==> config.mk <==
export PLATFORM = sky130hd
export DESIGN_NAME = lru_pinned_frame_manager
export DESIGN_NICKNAME = d
export VERILOG_FILES = /design/src/rtl/lpfm_pkg.sv /design/src/rtl/lru_pinned_frame_manager.sv
export SDC_FILE = /design/constraint.sdc
export NUM_CORES = 1
export LEC_CHECK = 0
export ABC_CLOCK_PERIOD_IN_PS = 13300
export BUFFER_PORTS_ARGS = -buffer_cell sky130_fd_sc_hd__buf_4
export CAP_MARGIN = 5
export CORE_MARGIN = 2
export CORE_UTILIZATION = 55
export CTS_CLUSTER_DIAMETER = 60
export DETAILED_ROUTE_END_ITERATION = 16
export PLACE_DENSITY = 0.77
export REMOVE_ABC_BUFFERS = 1
export SYNTH_ARGS = -nofsm -noshare
export SYNTH_HDL_FRONTEND = slang
export SYNTH_SLANG_ARGS = --single-unit
==> constraint.sdc <==
create_clock -name clk_i -period 13.3 [get_ports clk_i]
set_clock_uncertainty 0.15 [all_clocks]
set_input_delay 1.33 -clock clk_i [delete_from_list [all_inputs] [get_ports clk_i]]
set_output_delay 1.33 -clock clk_i [all_outputs]
set_load 0.02 [all_outputs]
==> src/rtl/lpfm_pkg.sv <==
// Package with request and status codes, the sequencer state type, the rank pass mode and the port widths.
`timescale 1ns / 1ps
`default_nettype none
package lpfm_pkg;
  typedef enum logic [1:0] {
    REQ_ACCESS = 2'd0,
    REQ_UNPIN  = 2'd1,
    REQ_DIRTY  = 2'd2,
    REQ_RELEASE = 2'd3
  } req_e;

  typedef enum logic [1:0] {
    ST_DONE     = 2'd0,
    ST_MISS     = 2'd1,
    ST_NO_FRAME = 2'd2,
    ST_ABSENT   = 2'd3
  } status_e;

  typedef enum logic [2:0] {
    S_IDLE,
    S_SCAN,
    S_DECIDE,
    S_VICTIM,
    S_RANK,
    S_OUT
  } state_e;

  // What a rank update pass does to the other valid frames.
  typedef enum logic [1:0] {
    RM_TOUCH,
    RM_INSERT,
    RM_DROP
  } rank_mode_e;

  localparam int unsigned InWidth  = 48;
  localparam int unsigned OutWidth = 48;
endpackage
`default_nettype wire

==> src/rtl/lru_pinned_frame_manager.sv <==
// Top level of the pinned LRU frame manager.
//
// Usage: one request item enters on the s_axis group (tdata packs req_type,
// table_id, page_num, pin_it from bit 0 up). Exactly one result item leaves
// on the m_axis group for every request.
// The block works on one item at a time. A shared tag/rank compare unit
// walks the frames one per cycle: a lookup scan, a decide step, an
// optional victim scan and a second decide step on a miss with no free
// frame, and rank update passes (one, or two on a victim refill).
// Unpin, mark-dirty and absent pages run the lookup scan and decide step
// only; hits, free-frame fills and present releases add one rank pass; a
// miss with every frame pinned adds the victim scan and second decide; an
// evicting miss adds both of those and two rank passes.
// s_axis_tready is high only while idle.
// Reset clears all valid, pin, dirty and rank state and fills the free list
// with frames 0 to NUM_FRAMES-1 in order; tags need no reset.
// A stalled receiver holds the result in the output register; the block
// accepts no new item until that result is taken.
`timescale 1ns / 1ps
`default_nettype none
module lru_pinned_frame_manager #(
  parameter int unsigned NUM_FRAMES = 16
) (
  input  wire logic                          clk_i,
  input  wire logic                          rst_ni,
  input  wire logic                          s_axis_tvalid,
  output logic                               s_axis_tready,
  // req_type[1:0], table_id[9:2], page_num[41:10], pin_it[42], zero fill
  input  wire logic [lpfm_pkg::InWidth-1:0]  s_axis_tdata,
  output logic                               m_axis_tvalid,
  input  wire logic                          m_axis_tready,
  // status[1:0], frame[5:2], read_needed[6], write_back[7],
  // victim_table[15:8], victim_page[47:16]
  output logic [lpfm_pkg::OutWidth-1:0]      m_axis_tdata
);
  import lpfm_pkg::*;

  localparam int unsigned IW = (NUM_FRAMES > 1) ? $clog2(NUM_FRAMES) : 1;
  localparam int unsigned CW = $clog2(NUM_FRAMES + 1);
  localparam logic [IW-1:0] LastIdx = IW'(NUM_FRAMES - 1);

  logic [NUM_FRAMES-1:0] valid_q, pinned_q, dirty_q;
  logic [IW-1:0] rank_q [NUM_FRAMES];
  logic [7:0]  tbl_mem  [NUM_FRAMES];
  logic [31:0] page_mem [NUM_FRAMES];
  logic [IW-1:0] fifo_q [NUM_FRAMES];
  logic [IW-1:0] head_q, tail_q;
  logic [CW-1:0] count_q;

  state_e state_q, state_d;
  logic [IW-1:0] idx_q;
  logic [1:0]  req_q;
  logic [7:0]  tbl_q;
  logic [31:0] pg_q;
  logic        pin_q;
  logic        found_q;
  logic [IW-1:0] f_q;
  logic        vscan_q;
  logic        vfound_q;
  logic [IW-1:0] best_q;
  rank_mode_e  mode_q;
  logic [IW-1:0] ref_rank_q;
  logic [1:0]  status_q;
  logic [IW-1:0] frame_q;
  logic        rd_q, wb_q;
  logic [7:0]  vt_q;
  logic [31:0] vp_q;

  // Shared compare unit: one frame per cycle.
  logic [7:0]  rd_tbl;
  logic [31:0] rd_pg;
  logic        tag_hit;
  assign rd_tbl  = tbl_mem[idx_q];
  assign rd_pg   = page_mem[idx_q];
  assign tag_hit = valid_q[idx_q] && rd_tbl == tbl_q && rd_pg == pg_q;

  always_comb begin
    state_d = state_q;
    unique case (state_q)
      S_IDLE:   if (s_axis_tvalid) state_d = S_SCAN;
      S_SCAN:   if (idx_q == LastIdx) state_d = S_DECIDE;
      S_DECIDE: begin
        state_d = S_OUT;
        if (req_q == REQ_ACCESS) begin
          if (found_q || count_q != '0) state_d = S_RANK;
          else if (!vscan_q) state_d = S_VICTIM;
          else if (vfound_q) state_d = S_RANK;
        end else if (found_q && req_q == REQ_RELEASE) begin
          state_d = S_RANK;
        end
      end
      S_VICTIM: if (idx_q == LastIdx) state_d = S_DECIDE;
      S_RANK: begin
        // A victim refill runs a drop pass and then an insert pass.
        if (idx_q == LastIdx && !(status_q == ST_MISS && mode_q == RM_DROP))
          state_d = S_OUT;
      end
      S_OUT:    if (m_axis_tready) state_d = S_IDLE;
      default:  state_d = S_IDLE;
    endcase
  end

  assign s_axis_tready = (state_q == S_IDLE);
  assign m_axis_tvalid = (state_q == S_OUT);
  assign m_axis_tdata  = {vp_q, vt_q, wb_q, rd_q, 4'(frame_q), status_q};

  always_ff @(posedge clk_i or negedge rst_ni) begin
    if (!rst_ni) begin
      state_q  <= S_IDLE;
      valid_q  <= '0;
      pinned_q <= '0;
      dirty_q  <= '0;
      for (int i = 0; i < NUM_FRAMES; i++) begin
        rank_q[i] <= '0;
        fifo_q[i] <= IW'(i);
      end
      head_q   <= '0;
      tail_q   <= '0;
      count_q  <= CW'(NUM_FRAMES);
      idx_q    <= '0;
      found_q  <= 1'b0;
      vscan_q  <= 1'b0;
      vfound_q <= 1'b0;
    end else begin
      state_q <= state_d;
      unique case (state_q)
        S_IDLE: begin
          if (s_axis_tvalid) begin
            req_q   <= s_axis_tdata[1:0];
            tbl_q   <= s_axis_tdata[9:2];
            pg_q    <= s_axis_tdata[41:10];
            pin_q   <= s_axis_tdata[42];
            idx_q   <= '0;
            found_q <= 1'b0;
            vscan_q <= 1'b0;
            vfound_q <= 1'b0;
            status_q <= ST_DONE;
            frame_q <= '0;
            rd_q <= 1'b0; wb_q <= 1'b0; vt_q <= '0; vp_q <= '0;
          end
        end
        S_SCAN: begin
          if (tag_hit && !found_q) begin
            found_q <= 1'b1;
            f_q     <= idx_q;
          end
          idx_q <= (idx_q == LastIdx) ? '0 : idx_q + 1'b1;
        end
        S_VICTIM: begin
          if (valid_q[idx_q] && !pinned_q[idx_q] &&
              (!vfound_q || rank_q[idx_q] > best_q[IW-1:0])) begin
            vfound_q <= 1'b1;
            f_q      <= idx_q;
            best_q   <= rank_q[idx_q];
          end
          idx_q <= (idx_q == LastIdx) ? '0 : idx_q + 1'b1;
        end
        S_DECIDE: begin
          idx_q   <= '0;
          if (req_q == REQ_ACCESS) begin
            if (found_q) begin
              if (pin_q) pinned_q[f_q] <= 1'b1;
              frame_q <= f_q; ref_rank_q <= rank_q[f_q]; mode_q <= RM_TOUCH;
            end else if (count_q != '0) begin
              fifo_pop: begin
                tbl_mem[fifo_q[head_q]]  <= tbl_q;
                page_mem[fifo_q[head_q]] <= pg_q;
                dirty_q[fifo_q[head_q]]  <= 1'b0;
                pinned_q[fifo_q[head_q]] <= pin_q;
                f_q     <= fifo_q[head_q];
                frame_q <= fifo_q[head_q];
                head_q  <= (head_q == LastIdx) ? '0 : head_q + 1'b1;
                count_q <= count_q - 1'b1;
                status_q <= ST_MISS; rd_q <= 1'b1;
                mode_q  <= RM_INSERT;
              end
            end else if (!vscan_q) begin
              // No free frame: look for the least recent unpinned page.
              vscan_q <= 1'b1;
            end else if (!vfound_q) begin
              status_q <= ST_NO_FRAME;
            end else begin
              // Victim found: drop it from the order, then insert as new.
              wb_q <= dirty_q[f_q];
              if (dirty_q[f_q]) begin
                vt_q <= tbl_mem[f_q]; vp_q <= page_mem[f_q];
              end
              tbl_mem[f_q]  <= tbl_q;
              page_mem[f_q] <= pg_q;
              dirty_q[f_q]  <= 1'b0;
              pinned_q[f_q] <= pin_q;
              valid_q[f_q]  <= 1'b0;
              frame_q <= f_q; status_q <= ST_MISS; rd_q <= 1'b1;
              ref_rank_q <= rank_q[f_q];
              mode_q  <= RM_DROP;
            end
          end else if (!found_q) begin
            status_q <= ST_ABSENT;
          end else begin
            frame_q <= f_q;
            unique case (req_q)
              REQ_UNPIN: pinned_q[f_q] <= 1'b0;
              REQ_DIRTY: dirty_q[f_q] <= 1'b1;
              default: begin
                ref_rank_q <= rank_q[f_q];
                if (pinned_q[f_q]) begin
                  pinned_q[f_q] <= 1'b0;
                  mode_q <= RM_TOUCH;
                end else begin
                  wb_q <= dirty_q[f_q];
                  if (dirty_q[f_q]) begin
                    vt_q <= tbl_mem[f_q]; vp_q <= page_mem[f_q];
                  end
                  dirty_q[f_q] <= 1'b0;
                  valid_q[f_q] <= 1'b0;
                  if (count_q < CW'(NUM_FRAMES)) begin
                    fifo_q[tail_q] <= f_q;
                    tail_q  <= (tail_q == LastIdx) ? '0 : tail_q + 1'b1;
                    count_q <= count_q + 1'b1;
                  end
                  mode_q <= RM_DROP;
                end
              end
            endcase
          end
        end
        S_RANK: begin
          // One frame per cycle through the shared rank compare.
          if (idx_q == f_q) begin
            rank_q[idx_q] <= '0;
          end else if (valid_q[idx_q]) begin
            unique case (mode_q)
              RM_TOUCH:
                if (rank_q[idx_q] < ref_rank_q) rank_q[idx_q] <= rank_q[idx_q] + 1'b1;
              RM_DROP:
                if (rank_q[idx_q] > ref_rank_q) rank_q[idx_q] <= rank_q[idx_q] - 1'b1;
              default: rank_q[idx_q] <= rank_q[idx_q] + 1'b1;
            endcase
          end
          if (idx_q == LastIdx) begin
            // A victim refill, and a plain miss fill, end as a valid MRU entry.
            if (status_q == ST_MISS) begin
              valid_q[f_q] <= 1'b1;
              if (mode_q == RM_DROP) begin
                mode_q <= RM_INSERT;
                idx_q  <= '0;
              end
            end
          end else begin
            idx_q <= idx_q + 1'b1;
          end
        end
        S_OUT: ;
        default: ;
      endcase
    end
  end
endmodule
`default_nettype wire

== After elaboration in Yosys (flattened, before gate mapping) ==
Memory sizes are Yosys's and may differ from the RTL's. A register that Yosys moved wholly into a read port is not among the register bits.
Index checks and enable logic that the tools add are counted.
Storage, ports and cells
  flip-flop bits (word level): 304
  latch bits: 0
  memory bits (writable): 640
  memory bits (read-only): 0
  input bits: 52
  output and inout port bits: 50
  logic and storage cells: 411
  memories: 2
Memories
  page_mem: depth 16, width 32, rd ports 2, clocked after Yosys merged registers in 1, wr ports 1, line lru_pinned_frame_manager.sv:45  | logic [31:0] page_mem [NUM_FRAMES];
  tbl_mem: depth 16, width 8, rd ports 2, clocked after Yosys merged registers in 1, wr ports 1, line lru_pinned_frame_manager.sv:44  | logic [7:0] tbl_mem [NUM_FRAMES];
Operators by class
  add/sub/neg operators: 7
  multipliers: 0
  divide/modulo/power cells: 0
  magnitude comparators: 15
  equality and inequality tests: 53
  shifts and indexed selects: 0
  multiplexer cells: 194
  bitwise logic cells: 19
  reductions and logical operators: 64
Operator list (number)
  2-to-1 mux 16 bit: 25
  2-to-1 mux 32 bit: 11
  2-to-1 mux 64 bit: 4
  bitwise mux 64 bit: 3
  2-to-1 mux 4 bit: 37
  case mux 64 bit (2 select lines): 1
  case mux 16 bit (2 select lines): 3
  2-to-1 mux 8 bit: 11
  AND 16 bit: 4
  AND 64 bit: 1
  inverter 64 bit: 1
  case mux 32 bit (2 select lines): 1
  binary-select mux 4 bit (select 4 bit): 3
  bitwise OR 16 bit: 3
  AND reduction 7 bit: 6
  2-to-1 mux 1 bit: 41
  != test 3 bit (second input constant): 13
  2-to-1 mux 2 bit: 18
  2-to-1 mux 5 bit: 7
  bitwise mux 16 bit: 2
  demux 4 bit (select 4 bit): 2
  equality test 32 bit: 1
  != test 2 bit (second input constant): 16
  inverter 16 bit: 2
  other kinds (53): 136

== Longest topological paths before layout ==
  depth after elaboration: 13
  depth in mapped cells: 16

== Least setup slack after synthesis ==
OpenSTA, ideal clock, no wires.
  path type: reg-to-reg
  start point: reg req_q[0]
  end point: mem page_mem[11][0] (enable)
  setup time: 0.495 ns
  data arrival time: 5.268 ns
  data required time: 12.655 ns
  path slack: 7.387 ns
  stages on the path, launching flop included: 11
  buffers on the path: 0
  path through: edfxtp_1 -> inv_1 -> ha_1 -> clkinv_1 -> nor2_1 -> a31oi_1 -> or3b_2 -> nor2_1 -> nand2_1 -> o21ai_0 -> nor3b_1
Between the ends
  longest elaborated chain between the ends: 7
Ends and longest elaborated chain
  start, declared: line lru_pinned_frame_manager.sv:52  | logic [1:0] req_q;
  start signal, assigned: line lru_pinned_frame_manager.sv:129  | req_q <= s_axis_tdata[1:0];
  zero test 2 bit (*): line lru_pinned_frame_manager.sv:160  | if (req_q == REQ_ACCESS) begin
  2-to-1 mux 1 bit: line lru_pinned_frame_manager.sv:160
  2-to-1 mux 1 bit: line lru_pinned_frame_manager.sv:126  | unique case (state_q)
  logical AND 1 bit (implied by the code): line lru_pinned_frame_manager.sv:189  | page_mem[f_q] <= pg_q;
  2-to-1 mux 1 bit (implied by the code): line lru_pinned_frame_manager.sv:189
  OR reduction 32 bit (no source line)
  2-to-1 mux 4 bit (no source line) or 2-to-1 mux 1 bit (tied branches)
  end, declared: line lru_pinned_frame_manager.sv:45
Mark *: on every way between the ends. The rest lies on a longest branch, timed or not.

==> summary.txt <==
Setup path
  • Crit-path cells: buf_4 > buf_4 > buf_4 > mux4_2 > mux2i_1 > xnor2_1 > nor4_1 > nand4b_1 > a221oi_1 > buf_4 > nand4_2 > a31oi_4 > mux2_2
  • Most frequent CP cell: buf_4
  • Critical path arrival: 7090 ps
  • Critical path required time: 13700 ps
  • CP max stage delay: 820 ps
  • Delay-heaviest family, CP: buffers and inverters
  • Worst setup EP type: flip-flop
  • Reg2reg setup slack: 6610 ps
  • Critical Path Start Type: flip-flop
  • WP buf/inv: 4
  • CP max FO: 46
  • Critical-path top delay cell: dfrtp_4
  • Setup Crit Path Kind: flip-flop to flip-flop

Power and ir drop
  • Lkg Pwr: 18.1 nW
  • Maximum VDD drop: 112 uV
  • PD cells: 167 nW/um2

Clocking
  • CTS Buf Count: 103
  • TritonCTS clock tree: yes
  • Cts hold-fix bufs: 0
  • Max H-tree Level: 3
  • Worst-Skew Late Latency: 680 ps
  • CTS root buffer: clkbuf_16
  • CTS max path bufs: 3
  • CTS sink cnt: 948
  • Worst-path clk slew: 60 ps
  • Setup bufs post-CTS: 0
  • Post-CTS sizing: 0

Global routing
  • First-pass GRT wire length: 185000 um
  • Antenna violations before repair: 1
  • Total gr overflow: 0
  • Vias in the first global route: 28500
  • Total track usage: 28.9%
  • Largest net degree at the start of global routing: 111

Die
  • I/O pin cnt: 102
  • Initial core utilization: 55.5%
  • Die height: 294 um
  • Die Footprint: 86700 um2
  • FP Rows: 106
  • Chip Width: 294 um
  • Area of the core: 83600 um2

Logic synthesis
  • Synth area leaders: edfxtp_1 48%, mux4_2 19%, dfrtp_1 9.0%
  • Register area share after synthesis: 59.2%
  • Post-synth top area share: 48.2%
  • Post-synth top cells: 745 x edfxtp_1, 397 x mux4_2, 171 x mux2_2, 166 x dfrtp_1, 161 x mux2i_1
  • Synth warn: 0
  • EDFF count, synth: 745
  • Most frequent cell after synthesis: edfxtp_1
  • Cells after Synth: 2748
  • Synthesized flop and latch total: 948
  • Ys flop type: edfxtp_1
  • Synth Cell Area: 46400 um2
  • Asr flop ratio synth: 21.0%
  • Dominant cell type by area after synthesis: edfxtp_1
  • Synth unique cells: 86
  • Mean Syn Cell Area: 16.9 um2

Route
  • DRT antenna net count: 0
  • Initial DRC Count: 3676
  • DR vias: 28000
  • Final WL: 123000 um
  • Drt pass-1 iters: 8
  • Routed len/inst: 30.9 um
  • Vias/cell: 7.02
  • Drc violations: 0

Place
  • Hpwl dp: 69300 um
  • GP Congestion: 0.880
  • Inst Count DP: 3792
  • Number of port buffers: 96

Worst hold path
  • Worst min path class: flip-flop to flip-flop

Cells and area
  • Non-filler cells, final: 3986
  • Final layout net count: 2902
  • Antenna cells: 0
  • Fin util: 61.6%
  • P&R area growth vs syn: 10.9%
  • Ratio of cells with drive above 1 in the final layout: 33.1%

Status
  • Status: completed

STA
  • Fin crit period: 6690 ps
  • Hold Vio Cnt, Final: 0
  • Slew at the pin closest to its max-slew limit: 1180 ps
  • Max-slew violations: 0
  • # setup viols final: 0
  • Fmax achieved: 0.149 GHz
  • Setup TNS Final: 0 ps
  • Slew headroom: 20.8%
  • Crit share post-route: 50.3%
  • RSZ-0062 raised after global routing: false

Job
  • Max_cap viols: 0
-- per-layer routing --
| metal | part of all wire, % | GRT usage (%) |
|---|---|---|
| met3 | 10 | 5.87 |
| met5 | 0 | 0 |
| met2 | 49 | 46.3 |
| met4 | 3.5 | 10.6 |
| met1 | 38 | 39.5 |
-- power breakdown --
| part | total, mW | switching [mW] | internal [mW] |
|---|---|---|---|
| clock | 2.94 | 1.22 | 1.72 |
| sequential | 3.37 | 0.146 | 3.23 |
| combinational | 2.27 | 1.22 | 1.06 |
-- cell usage in the layout, fill, tap and decap left out, types with 17 or more instances in the layout --
master	synthesis	layout
clkinv_2	0	21
nand3_1	39	39
buf_4	14	145
nor2_1	146	133
nor3_1	19	19
a211oi_1	33	33
clkbuf_16	0	105
xor2_1	17	17
a22oi_1	22	22
dfstp_2	33	33
a21oi_1	105	105
dfrtp_1	166	163
inv_1	51	51
mux2_2	171	171
o21ai_0	48	48
mux2i_1	161	161
clkinv_1	2	18
a31oi_1	20	20
ha_1	32	32
nand2_1	120	119
mux4_2	397	396
xnor2_1	42	42
edfxtp_1	745	745
-- kinds of logic (layout without fill, tap and decap cells) --
group           after synthesis  in the layout  share of synthesized area [%]
compound gates              301            301                           4.19
xor+xnor                     59             59                           1.11
fa+ha+maj                    33             33                          0.906
buf+inv                     238            396                           2.76
flops                       948            948                           59.2
mux                         739            739                           27.5
simple gates                430            430                           4.36
-- path summary, 6_finish.rpt --
kind | startpoint | to | cells past startpoint
setup / recovery | idx_q[1] | flip-flop | 13
hold / removal | fifo_q[36] | fifo_q[36] | 1
setup reg to reg | idx_q[1] | flip-flop | 13
hold reg to reg | fifo_q[36] | fifo_q[36] | 1
max in group asynchronous | rst_ni | fifo_q[12] | 2
min in group asynchronous | rst_ni | rank_q[36] | 1
-- cell type report --
cell class	count	area [um2]
clock inverter	69	757
timing repair buffer	147	1120
fill	5762	32100
inverter	55	209
tap	1080	1350
multi-input combinational	1562	17800
sequential	948	27500
clock buffer	125	2760
-- state kept, by name (all words and copies together), names as in the netlist, 5 cells and up, named ones only --
name and flops:
tbl_q 8, pg_q 32, rank_q 64, page_mem 512, fifo_q 64, vp_q 32
tbl_mem 128, count_q 5, vt_q 8, pinned_q 16
-- through the flow --
| step | hold WS, ps | setup WS (ps) | total power [mW] | area [um2] |
|---|---|---|---|---|
| after floorplan | 324 | 3670 | 5.33 | 45300 |
| after global placement | 335 | 6920 | 5.62 | 47900 |
| after detailed placement | 340 | 6690 | 5.68 | 47900 |
| after CTS | 354 | 6660 | 8.61 | 51500 |
| after global routing | 370 | 6320 | 8.87 | 51500 |
| final | 351 | 6610 | 8.59 | 51500 |
Power figures use the tool's default switching activity.
